<file path="src/rtl/core/cwfe_pkg.sv">
`timescale 1ns / 1ps
// ----------------------------------------------------------------------------
// cwfe_pkg: shared types and constants for the crash window fault escalator
// Per-module table entry, result payload, action codes and reset values.
// ----------------------------------------------------------------------------
package cwfe_pkg;

   localparam int NUM_MODULES_DEF = 4;
   localparam int CFG_MODULES     = 4;    // limit/window register sets
   localparam int CFG_IDX_W       = 4;
   localparam int REQ_DATA_W      = 40;   // 34 payload bits, byte padded
   localparam int RSP_DATA_W      = 48;   // 44 payload bits, byte padded

   localparam logic [1:0] STOP_LEVEL = 2'd2;

   // register index map
   localparam logic [CFG_IDX_W-1:0] CSR_LIMIT_M0  = 4'd0;
   localparam logic [CFG_IDX_W-1:0] CSR_WINDOW_M0 = 4'd4;
   localparam logic [CFG_IDX_W-1:0] CSR_END       = 4'd8;

   localparam logic [7:0]  LIMIT_RST_M1 = 8'd3;
   localparam logic [7:0]  LIMIT_RST    = 8'd5;
   localparam logic [31:0] WINDOW_RST   = 32'd7200;

   localparam logic [1:0] ACT_IGNORE      = 2'd0;
   localparam logic [1:0] ACT_RESTART     = 2'd1;
   localparam logic [1:0] ACT_ESC_RESTART = 2'd2;
   localparam logic [1:0] ACT_ESC_STOP    = 2'd3;

   typedef struct packed {
      logic [1:0]  severity;
      logic        start_valid;
      logic [31:0] start;
      logic [7:0]  count;
   } entry_type;

   localparam entry_type ENTRY_RST = '{severity: 2'd0, start_valid: 1'b0,
                                       start: 32'd0, count: 8'd0};

   // first member lands in the highest bits, so action sits at bit 0
   typedef struct packed {
      logic [1:0]  level;
      logic [31:0] uptime;
      logic [7:0]  tally;
      logic [1:0]  action;
   } rsp_type;

endpackage

</file>
<file path="src/rtl/core/cwfe_update.sv">
`timescale 1ns / 1ps
// ----------------------------------------------------------------------------
// cwfe_update: per-module crash bookkeeping
// Takes the table entry read for one death report and forms the new entry,
// the write enable and the result payload.
// ----------------------------------------------------------------------------
module cwfe_update (
   input  cwfe_pkg::entry_type entry_i,
   input  logic                in_range_i,
   input  logic [31:0]         now_i,
   input  logic [7:0]          limit_i,
   input  logic [31:0]         window_i,
   output cwfe_pkg::entry_type entry_o,
   output logic                we_o,
   output cwfe_pkg::rsp_type   rsp_o
);
   import cwfe_pkg::*;

   logic [31:0] start;
   logic [31:0] uptime;
   logic        expired;
   logic [7:0]  count_base;
   logic [8:0]  count_next;
   logic        over;
   logic [1:0]  sev_up;

   always_comb begin
      start      = entry_i.start_valid ? entry_i.start : now_i;
      uptime     = now_i - start;               // wraps mod 2^32
      expired    = uptime > window_i;
      count_base = expired ? 8'd0 : entry_i.count;
      count_next = {1'b0, count_base} + 9'd1;
      over       = count_next > {1'b0, limit_i};
      sev_up     = entry_i.severity + 2'd1;

      entry_o             = entry_i;
      entry_o.start_valid = 1'b1;
      entry_o.start       = expired ? now_i : start;
      rsp_o               = '0;
      we_o                = 1'b0;

      if (!in_range_i) begin
         rsp_o = '0;
      end else if (entry_i.severity >= STOP_LEVEL) begin
         rsp_o.tally = entry_i.count;
         rsp_o.level = entry_i.severity;
      end else begin
         we_o = 1'b1;
         if (over) begin
            entry_o.severity = sev_up;
            entry_o.count    = 8'd0;
            rsp_o.action     = (sev_up >= STOP_LEVEL) ? ACT_ESC_STOP : ACT_ESC_RESTART;
         end else begin
            entry_o.count = count_next[7:0];
            rsp_o.action  = ACT_RESTART;
         end
         rsp_o.tally  = entry_o.count;
         rsp_o.uptime = uptime;
         rsp_o.level  = entry_o.severity;
      end
   end

endmodule

</file>
<file path="src/rtl/core/crash_window_fault_escalator.sv">
`timescale 1ns / 1ps
// ----------------------------------------------------------------------------
// crash_window_fault_escalator: crash window supervisor with fault escalation
// Per-module crash counts, window starts and fault levels live in one table
// memory; each death report is a read, an update and a write-back.
// ----------------------------------------------------------------------------
// Flow: the request and its table read are registered at the request
//   transfer edge; the result register loads when the lookup retires.
// A new request is taken only after the previous lookup (table read, then
//   update/write-back) retires, later while rsp_tready low holds the result.
// Reset: synchronous, active high. Registers return to their defaults, all
//   table entries read as cleared at once through per-entry valid flops.
// ----------------------------------------------------------------------------
module crash_window_fault_escalator #(
   parameter int NUM_MODULES = cwfe_pkg::NUM_MODULES_DEF
) (
   input  logic                                clock,
   input  logic                                reset,
   // request: [1:0] module_index, [33:2] now_seconds, [39:34] zero
   input  logic                                req_tvalid,
   output logic                                req_tready,
   input  logic [cwfe_pkg::REQ_DATA_W-1:0]     req_tdata,
   // result: [1:0] action, [9:2] crash_count_out, [41:10] uptime_out,
   //         [43:42] fault_level_out, [47:44] zero
   output logic                                rsp_tvalid,
   input  logic                                rsp_tready,
   output logic [cwfe_pkg::RSP_DATA_W-1:0]     rsp_tdata,
   // register writes
   input  logic                                csr_valid,
   output logic                                csr_ready,
   input  logic [cwfe_pkg::CFG_IDX_W-1:0]      csr_index,
   input  logic [31:0]                         csr_data
);
   import cwfe_pkg::*;

   localparam int IDX_W = (NUM_MODULES > 1) ? $clog2(NUM_MODULES) : 1;

   typedef enum logic [1:0] {
      ST_IDLE = 2'b01,
      ST_LOOK = 2'b10
   } state_type;

   // configuration registers
   logic [7:0]  limit_ff  [CFG_MODULES];
   logic [31:0] window_ff [CFG_MODULES];
   logic        csr_xfer;
   logic [CFG_IDX_W-1:0] csr_win_idx;

   // table memory and entry valid flops
   entry_type   mem [NUM_MODULES];
   logic [NUM_MODULES-1:0] ent_vld_ff;

   state_type   state_ff, state_in;
   logic        req_xfer;
   logic [1:0]  req_module;
   logic [31:0] req_now;
   logic        req_in_range;
   logic [IDX_W-1:0] req_addr;

   // captured request and read data
   logic [1:0]       mod_ff;
   logic [IDX_W-1:0] addr_ff;
   logic             in_range_ff;
   logic [31:0]      now_ff;
   entry_type        rd_entry_ff;
   logic             rd_hit_ff;
   entry_type        cur_entry;

   entry_type   new_entry;
   logic        upd_we;
   rsp_type     upd_rsp;
   logic        finish;

   rsp_type     rsp_ff;
   logic        rsp_vld_ff, rsp_vld_in;

   // ---------------------------------------------------------------- csr ---
   assign csr_ready   = 1'b1;
   assign csr_xfer    = csr_valid && csr_ready;
   assign csr_win_idx = csr_index - CSR_WINDOW_M0;

   always_ff @(posedge clock) begin
      if (reset) begin
         for (int i = 0; i < CFG_MODULES; i++) begin
            limit_ff[i]  <= (i == 1) ? LIMIT_RST_M1 : LIMIT_RST;
            window_ff[i] <= WINDOW_RST;
         end
      end else if (csr_xfer) begin
         if (csr_index < CSR_WINDOW_M0) begin
            limit_ff[csr_index[1:0]] <= csr_data[7:0];
         end else if (csr_index < CSR_END) begin
            window_ff[csr_win_idx[1:0]] <= csr_data;
         end
      end
   end

   // ------------------------------------------------------------ request ---
   assign req_module   = req_tdata[1:0];
   assign req_now      = req_tdata[33:2];
   assign req_in_range = ({30'd0, req_module} < NUM_MODULES);
   assign req_addr     = req_module[IDX_W-1:0];
   assign req_tready   = (state_ff == ST_IDLE);
   assign req_xfer     = req_tvalid && req_tready;

   // result register free (or draining this cycle) lets the lookup retire
   assign finish = (state_ff == ST_LOOK) && (!rsp_vld_ff || rsp_tready);

   always_comb begin
      state_in = state_ff;
      case (state_ff)
         ST_IDLE: begin
            if (req_xfer) state_in = ST_LOOK;
         end
         ST_LOOK: begin
            if (finish) state_in = ST_IDLE;
         end
         default: state_in = ST_IDLE;
      endcase
   end

   always_ff @(posedge clock) begin
      if (reset) begin
         state_ff <= ST_IDLE;
      end else begin
         state_ff <= state_in;
      end
   end

   // synchronous table read, registered with the request; write-back completes before
   // the next request can be taken, so no forwarding path is needed
   always_ff @(posedge clock) begin
      if (req_xfer) begin
         mod_ff      <= req_module;
         addr_ff     <= req_addr;
         in_range_ff <= req_in_range;
         now_ff      <= req_now;
         rd_entry_ff <= mem[req_addr];
         rd_hit_ff   <= ent_vld_ff[req_addr];
      end
   end

   always_ff @(posedge clock) begin
      if (finish && upd_we) begin
         mem[addr_ff] <= new_entry;
      end
   end

   always_ff @(posedge clock) begin
      if (reset) begin
         ent_vld_ff <= '0;
      end else if (finish && upd_we) begin
         ent_vld_ff[addr_ff] <= 1'b1;
      end
   end

   assign cur_entry = rd_hit_ff ? rd_entry_ff : ENTRY_RST;

   cwfe_update u_update (
      .entry_i    (cur_entry),
      .in_range_i (in_range_ff),
      .now_i      (now_ff),
      .limit_i    (limit_ff[mod_ff]),
      .window_i   (window_ff[mod_ff]),
      .entry_o    (new_entry),
      .we_o       (upd_we),
      .rsp_o      (upd_rsp)
   );

   // ------------------------------------------------------------- result ---
   always_comb begin
      rsp_vld_in = rsp_vld_ff;
      if (rsp_vld_ff && rsp_tready) rsp_vld_in = 1'b0;
      if (finish) rsp_vld_in = 1'b1;
   end

   always_ff @(posedge clock) begin
      if (reset) begin
         rsp_vld_ff <= 1'b0;
      end else begin
         rsp_vld_ff <= rsp_vld_in;
      end
   end

   always_ff @(posedge clock) begin
      if (finish) begin
         rsp_ff <= upd_rsp;
      end
   end

   assign rsp_tvalid = rsp_vld_ff;
   assign rsp_tdata  = {{(RSP_DATA_W - $bits(rsp_type)){1'b0}}, rsp_ff};

   // --------------------------------------------------------- assertions ---
   a_req_starts_lookup: assert property (@(posedge clock) disable iff (reset)
      req_xfer |=> (state_ff == ST_LOOK))
      else $error("request transfer did not start a table lookup");

   a_finish_loads_rsp: assert property (@(posedge clock) disable iff (reset)
      finish |=> rsp_vld_ff)
      else $error("finished lookup did not present a result");

   a_stop_level: assert property (@(posedge clock) disable iff (reset)
      (rsp_vld_ff && (rsp_ff.action == ACT_ESC_STOP)) |->
         (rsp_ff.level == STOP_LEVEL && rsp_ff.tally == 8'd0))
      else $error("stop action without stop fault level and cleared count");

   a_held_result: assert property (@(posedge clock) disable iff (reset)
      (rsp_vld_ff && !rsp_tready) |=> (rsp_vld_ff && $stable(rsp_ff)))
      else $error("result register changed while stalled");

endmodule
</file>
<file path="config.mk">
export PLATFORM = sky130hd
export DESIGN_NAME = crash_window_fault_escalator
export DESIGN_NICKNAME = d
export VERILOG_FILES = /design/src/rtl/core/cwfe_pkg.sv /design/src/rtl/core/cwfe_update.sv /design/src/rtl/core/crash_window_fault_escalator.sv
export SDC_FILE = /design/constraint.sdc
export NUM_CORES = 1
export LEC_CHECK = 0
export BUFFER_PORTS_ARGS = -buffer_cell sky130_fd_sc_hd__buf_2
export CAP_MARGIN = 0
export CORE_ASPECT_RATIO = 1.4
export CORE_MARGIN = 10
export CORE_UTILIZATION = 50
export CTS_BUF_LIST = sky130_fd_sc_hd__clkbuf_16
export DETAILED_ROUTE_END_ITERATION = 12
export PLACE_DENSITY = 0.68
export SETUP_SLACK_MARGIN = 0.02
export SLEW_MARGIN = 0
export SYNTH_ARGS = -nofsm -noshare
export SYNTH_HDL_FRONTEND = slang
export SYNTH_SLANG_ARGS = --single-unit
</file>
<file path="constraint.sdc">
create_clock -name clock -period 21.5 [get_ports clock]
set_input_delay 3.225 -clock clock [delete_from_list [all_inputs] [get_ports clock]]
set_output_delay 3.225 -clock clock [all_outputs]
set_load 0.05 [all_outputs]
</file>
==> flow_summary.ini, run 1 <==
[clocking]
htreeDepth = 2
clockRootBuffer = clkbuf_16
cts_tree = built
clock_latency_ps = 560
clock_sinks = 458
clkTransAtPathRegs_ps = 60
cts_buffers = 44
cts_resized = 0
cts_buffer_depth = 3
postCtsHoldBufs = 0
cts_setup_buffers = 0

[cells_and_area]
final_area_sq_um = 23600
layout_commonest_cell = edfxtp_1
fillers = 3313
area_delta_synth_final_pct = 12.3
fin_nets = 1654
layout_common_cells = edfxtp_1, and2_1, buf_2, mux4_2, a21oi_1
fin_util_pct = 56.9
multi_input_comb_area_sq_um = 6890
drive_gt1_share_pct = 20.4
seq_area_sq_um = 13700

[logic_synthesis]
syn_avg_cell_area_sq_um = 15.2
ys_seq_area_share_pct = 65.1
yosys_warnings = 0
ys_ff_latch = 458
async_flop_share_pct = 0
syn_area_sq_um = 21000
synth_cell_types = 58
synth-edff-count = 449
synth_cells = 1381
synth_ff_type = edfxtp_1

[placed_design]
dp_hpwl_microns = 29200
place_area_sq_um = 22200
numPortBuffers = 120
routabilityCongestion = 0.825

[floorplanning]
dieArea_sq_um = 50700
core_sq_um = 41400
die_w_microns = 193
die_y_microns = 262
num_rows = 88
ioPinCount = 132
initial_core_util_pct = 50.7

[critical_path]
start_kind = flip-flop
reg2regPathDepth = 33
crit_top_cell = ha_1
slowest_delay_ps = 780
slowest_stage = a21oi_1
path_depth = 33
cp.arrival_ps = 10220
critPathTopFamily = compound AO/OA/AOI/OAI gates
worstPathMaxFanout = 74
required_ps = 21760
cp-end-kind = flip-flop
crit_buf_inv = 2
path_class = flip-flop to flip-flop
r2r-start = rd_hit_ff
critPathLaunch = rd_hit_ff

[sta]
fmax_ghz = 0.100
period_share_pct = 46.3
setup_viol = 0
grt_setup_unrepaired = no
slew_violations = 0
tightest_slew_ps = 1140
hold_viol_final = 0
fin_skew_ps = 24.7
fin_hold_ws_ps = 476
slew_headroom_pct = 23.7
min_period_ps = 9950
tns_ps = 0

[power]
leakagePower_nw = 8.67
p_per_area_nw_per_um2 = 92.9
peakVddDrop_mv = 0.0657
power_mw = 2.19

[grt]
grt_max_degree = 78
grt_antenna_before_repair = 5
gr-total-overflow = 0
first_global_vias = 12106
track_usage_pct = 17.9
grt_pass1_wl_microns = 69600

[drt]
first_pass_iters = 5
drtIter0Drc = 699
vias = 11710
drc = 0
ant_nets = 0
routed_wl_microns = 45400
wl_per_cell_microns = 21.9
vias_per_cell = 5.64

[worst_hold_path]
hold_path_depth = 2
hold_start = ent_vld_ff[0]
hold_path_class = flip-flop to flip-flop

[flow_run]
cap_violations = 0

[run_status]
status = finished clean
-- synth_stat cells, drive strengths merged (5+ instances only) --
cell    count  area (sq um)
clkbuf     51           191
ha         72           901
nor3       10          50.1
xor2       16           140
xnor2      20           175
mux2i      32           320
o21bai      6          45.0
and2      168          1050
a22oi       5          37.5
buf        17          87.6
nor2       74           278
or2         5          31.3
a21o       37           278
and3        8          50.1
nand3      11          55.1
nor2b      16           108
edfxtp    449         13500
a31oi      13          93.8
o21ai      22           110
inv        55           206
nand4      14          87.6
a21oi      74           370
nand2b     21           131
or3        13          81.3
nand2      25          93.8
mux4       83          1870
o211ai      7          57.6
o21a       12          90.1
dfxtp       9           180
-- cell type report --
type / count / area share (%)
clock inverter: 33 / 1.10
multi-input combinational: 803 / 29.2
inverter: 55 / 0.881
tap: 540 / 2.87
clock buffer: 45 / 4.78
sequential: 458 / 58.0
antenna: 4 / 0.0425
timing repair buffer: 138 / 3.12
-- per-stage QoR --
| stage | std cells | worst slack, ps |
|---|---|---|
| after floorplan | 1384 | 14240 |
| after global placement | 1994 | 11670 |
| after detailed placement | 1994 | 11600 |
| after CTS | 2072 | 11550 |
| after global routing | 2072 | 10860 |
| final | 2076 | 11550 |
-- final timing paths --
| path | to | slack [ps] |
|---|---|---|
| max | mem[0][40] | 11550 |
| min | ent_vld_ff[0] | 480 |
| max reg2reg | mem[0][40] | 11550 |
| min reg2reg | ent_vld_ff[0] | 480 |
-- per-layer routing --
layer | vias up | GRT usage, % | routed length [microns]
li1 | 5470 | - | -
met1 | 5899 | 22.0 | 18200
met2 | 268 | 31.0 | 23600
met3 | 71 | 3.20 | 2490
met4 | 2 | 5.59 | 1160
met5 | - | 0 | 7
-- where the power goes --
group | switching, mW | internal [mW]
Combinational | 0.234 | 0.136
Clock | 0.322 | 0.428
Sequential | 0.0138 | 1.06
Total | 0.570 | 1.62
-- cell families (layout without fill, tap and decap cells) --
logic type | count (synthesis) | count (layout) | share of synthesized area (%)
and+or+nand+nor | 378 | 378 | 10.1
muxes | 119 | 119 | 10.6
xor gates and xnor gates | 36 | 36 | 1.50
other | 2 | 9 | 0.0358
AOI/OAI and AO/OA | 192 | 192 | 5.94
DFF | 458 | 458 | 65.1
adders and majority gates | 73 | 73 | 4.39
buffers and inverters | 123 | 271 | 2.31
-- tightest hold or removal path: cells and delay by family (launching register included) --
kind          cells  cell delay, ps
simple gates      2             120
flops             1             320
-- registers in the layout (all words and copies together), names as in the netlist, named ones only --
name	cells
rsp_tvalid	1
now_ff	32
limit_ff	32
mem	168
rd_hit_ff	1
rsp_tdata	44
state_ff	2
addr_ff	2
rd_entry_ff	42
ent_vld_ff	4
window_ff	128
Power figures use the tool's default switching activity.
==> run 2: changes to the inputs <==
Settings changed: PLACE_DENSITY 0.68 to 0.7.
Clock period 21.5 ns to 8 ns, I/O delays scaled along.
==> flow_summary.ini, run 2 (synthesis results as in run 1) <==
[run_status]
status = finished clean

[placed_design]
place_area_sq_um = 22200
numPortBuffers = 120
dp_hpwl_microns = 29700
routabilityCongestion = 0.897
dp.cells = 1999

[grt]
grt_antenna_before_repair = 4
first_global_vias = 12032
grt_pass1_wl_microns = 69800
track_usage_pct = 17.9
grt_max_degree = 78
gr-total-overflow = 0

[floorplanning]
die_y_microns = 262
die_w_microns = 193
initial_core_util_pct = 50.7
ioPinCount = 132
core_sq_um = 41400
num_rows = 88
dieArea_sq_um = 50700

[sta]
fin_skew_ps = 18.5
setup_viol = 0
tightest_slew_ps = 1180
slew_headroom_pct = 21.3
min_period_ps = 7590
fmax_ghz = 0.132
slew_violations = 0
period_share_pct = 94.9
hold_viol_final = 0
fin_hold_ws_ps = 472

[cells_and_area]
layout_commonest_cell = edfxtp_1
fillers = 3225
area_delta_synth_final_pct = 13.3
fin_nets = 1663
largest_register_ffs = 168
regMostFlops = mem
final_cell_count_no_fill = 2081
drive_gt1_share_pct = 21.4
final_area_sq_um = 23800
layout_common_cells = edfxtp_1, and2_1, buf_2, mux4_2

[drt]
ant_nets = 0
vias_per_cell = 5.66
vias = 11779
first_pass_iters = 7
wl_per_cell_microns = 22.0
drc = 0
drtIter0Drc = 805
routed_wl_microns = 45700

[critical_path]
start_kind = flip-flop
path_class = flip-flop to flip-flop
worstPathMaxFanout = 15
slowest_stage = or4_1
required_ps = 8340
slowest_delay_ps = 580
cp.arrival_ps = 7930
crit_top_cell = ha_1
cp-end-kind = flip-flop

[power]
leakagePower_nw = 8.75
p_per_area_nw_per_um2 = 253
peakVddDrop_mv = 0.172

[clocking]
htreeDepth = 2
clock_latency_ps = 560
clock_sinks = 458
clkTransAtPathRegs_ps = 60
cts_buffers = 44
clockRootBuffer = clkbuf_16
cts_tree = built
cts_buffer_depth = 3

[flow_run]
cap_violations = 0

[worst_hold_path]
hold_path_class = flip-flop to flip-flop
[run 2: cell types whose count changed in the layout (fill, tap and decap cells not counted), moves of 2 or more]
cell and change:
bufinv_16 +3, a21oi_2 +2, buf_4 +8, a21oi_1 -2, inv_6 -3, inv_1 -5, diode_2 -2, clkinv_1 +3
clkinv_2 -3
[run 2: through the flow]
stage                     power [mW]  setup TNS [ps]  util (%)  setup WS, ps
after floorplan                 3.62               0         -           980
after global placement          3.88               0      53.7           240
after detailed placement        3.92               0      53.7          72.1
after CTS                       6.04               0      57.2           194
after global routing            6.25           -34.0      57.5         -8.16
final                           6.02               0      57.5           406
[run 2: worst paths after layout]
check	start	end	slack, ps	cells past startpoint
worst max register to register	rd_hit_ff	rsp_tdata[42]	410	30
worst max-delay path	rd_hit_ff	rsp_tdata[42]	410	30
worst min register to register	ent_vld_ff[1]	ent_vld_ff[1]	470	2
worst min-delay path	ent_vld_ff[1]	ent_vld_ff[1]	470	2
[run 2: worst max-delay path, delay by kind of cell, from the launching register on]
family                     cells  cell delay (ps)
muxes                          1              260
xor gates and xnor gates       1              170
buffers and inverters          2              400
and+or+nand+nor                6             1480
DFF                            1              500
adders and majority gates      4             1260
AOI/OAI and AO/OA             16             3280
[run 2: layer usage]
layer / track usage (%) / vias to the layer above / share of wire, %
met5: 0 / - / 0.050
met4: 5.74 / 6 / 2.7
met3: 3.22 / 80 / 5.2
met2: 30.4 / 312 / 51
met1: 22.7 / 5899 / 41
li1: - / 5482 / -
[run 2: power by group]
group,total (mW),internal [mW],switching [mW]
registers,2.88,2.84,0.0416
clock network,2.13,1.26,0.863
logic,1.01,0.379,0.632
total,6.02,4.48,1.54
[run 2: timing repair]
action,in CTS,in global routing
hold buffers,0,0
endpoints found under the setup margin,1,52
resized for setup,1,13
setup buffers,0,4
pin swaps,0,4
[run 2: cell type report]
class                           count  area (sq um)  share of cell area, %
Inverter                           55           208                  0.873
Tap cell                          540           676                   2.84
Multi-Input combinational cell    803          6950                   29.2
Timing Repair Buffer              147           816                   3.43
Sequential cell                   458         13700                   57.4
Clock inverter                     30           327                   1.37
Clock buffer                       46          1150                   4.84
Antenna cell                        2          5.00                 0.0210
==> run 3: changes to the inputs <==
Settings changed: GPL_TIMING_DRIVEN set to 0, PLACE_DENSITY 0.7 to 0.68.
Clock period 8 ns to 9.4 ns, I/O delays scaled along.
==> flow_summary.ini, run 3 (synthesis results as in run 1) <==
[run_status]
status = finished clean

[clocking]
cts_buffers = 44
cts_tree = built
cts_buffer_depth = 3
htreeDepth = 2
clock_latency_ps = 560
clkTransAtPathRegs_ps = 60
clockRootBuffer = clkbuf_16
cts_setup_buffers = 0
clock_sinks = 458

[critical_path]
reg2regPathDepth = 35
critPathTopFamily = compound AO/OA/AOI/OAI gates
slowest_delay_ps = 430
start_kind = flip-flop
required_ps = 9640
slowest_stage = nor4_2
r2r-start = rd_hit_ff
path_class = flip-flop to flip-flop
critPathLaunch = rd_hit_ff
r2r_slack_ps = 550
worstPathMaxFanout = 10
r2r_end = mem[0][2]
cp-end-kind = flip-flop
crit_buf_inv = 4
cp.arrival_ps = 9090

[floorplanning]
core_sq_um = 41400
initial_core_util_pct = 50.7
ioPinCount = 132
dieArea_sq_um = 50700
die_w_microns = 193
num_rows = 88
die_y_microns = 262

[sta]
tightest_slew_ps = 1130
hold_viol_final = 0
slew_violations = 0
setup_ws_ps = 550
slew_headroom_pct = 24.4
grt_setup_unrepaired = no
min_period_ps = 8850
fmax_ghz = 0.113
fin_skew_ps = 12.1
fin_hold_ws_ps = 463
period_share_pct = 94.1
setup_viol = 0

[drt]
wl_per_cell_microns = 22.7
first_pass_iters = 5
ant_nets = 0
vias = 12075
vias_per_cell = 5.65
routed_wl_microns = 48600
drtIter0Drc = 894
drc = 0

[power]
power_switching_mw = 1.35
peakVddDrop_mv = 0.135
p_seq_share_pct = 47.6
swShare_pct = 26.3
leakagePower_nw = 8.80
intPower_mw = 3.79
p_per_area_nw_per_um2 = 214
comb_power_share_pct = 17.4
clockPowerShare_pct = 35.0

[flow_run]
cap_violations = 0

[cells_and_area]
drive_gt1_share_pct = 20.2
fin_nets = 1713
regMostFlops = mem
area_delta_synth_final_pct = 14.2
layout_commonest_cell = edfxtp_1
layout_common_cells = edfxtp_1, and2_1, buf_2, mux4_2, a21oi_1
fillers = 3274
largest_register_ffs = 168

[grt]
first_global_vias = 12513
track_usage_pct = 18.9
gr-total-overflow = 0
grt_max_degree = 41
grt_pass1_wl_microns = 72900
grt_antenna_before_repair = 5

[placed_design]
numPortBuffers = 120
post-place-ws_ps = -443
dp_hpwl_microns = 34000
routabilityCongestion = 0.880

[worst_hold_path]
hold_start = ent_vld_ff[2]
hold_path_depth = 2
hold_path_class = flip-flop to flip-flop
whs_endpoint = ent_vld_ff[2]
[run 3: cell types whose count changed in the layout (fill, tap and decap cells not counted), moves of 3 or more]
cell      before  now
inv_1         58   61
clkinv_1       9    5
nor2_2         3    0
buf_1          0    8
buf_4         26    5
diode_2        2    5
buf_12         1    5
clkbuf_2       0    4
buf_2        120  124
buf_6          0    4
nor2_1        68   71
clkbuf_1       0   46
[run 3: how the worst max path moves through the flow]
stage                          endpoint  slack (ps)  depth (start not counted)
final                         mem[0][2]         550                         35
after global routing          mem[0][2]          60                         35
after CTS                     mem[0][2]         200                         35
after detailed placement  rsp_tdata[42]        -440                         34
after global placement    rsp_tdata[42]        -310                         34
after floorplan               mem[0][1]        2380                         34
[run 3: cell type report]
type / count / area (sq um) / share of cell area [%]
Sequential cell: 458 / 13700 / 57.0
Multi-Input combinational cell: 803 / 6910 / 28.8
Clock buffer: 46 / 1150 / 4.80
Clock inverter: 32 / 315 / 1.32
Antenna cell: 5 / 12.5 / 0.0522
Inverter: 55 / 209 / 0.872
Tap cell: 540 / 676 / 2.82
Buffer: 68 / 288 / 1.20
Timing Repair Buffer: 129 / 746 / 3.11
[run 3: power by group through the flow]
stage / Combinational, mW / Clock (mW) / Sequential [mW]
6_report: 0.896 / 1.80 / 2.45
3_3_place_gp: 0.856 / 0 / 2.49
2_1_floorplan: 0.591 / 0 / 2.49
5_1_grt: 0.982 / 1.90 / 2.45
3_5_place_dp: 0.887 / 0 / 2.49
4_1_cts: 0.893 / 1.83 / 2.45
[run 3: through the flow]
step	utilization (%)	setup TNS, ps	cells	power [mW]	cell area, sq um
after floorplan	-	0	1384	3.08	21000
after global placement	53.8	-2620	2044	3.35	22300
after detailed placement	54.2	-9310	2053	3.38	22500
after CTS	57.8	0	2131	5.17	23900
after global routing	57.9	0	2131	5.34	24000
final	57.9	0	2136	5.14	24000
[run 3: what timing repair did]
action / 4_1_cts / 5_1_grt
hold buffers: 0 / 0
pin swaps: 0 / 0
gates resized for setup: 5 / 7
setup endpoints to repair: 47 / 51
[run 3: tightest hold or removal path, cell delays in order (launching register included)]
cell     delay [ps]
dfxtp_1         320
nor2_1           40
nor2_1           60
[run 3: metal layers]
metal	part of all wire, %	up-vias	global-route usage (%)
met4	2.5	0	5.90
met5	0	-	0
met1	39	6098	22.9
met2	53	325	33.2
li1	-	5586	-
met3	6.0	66	3.42
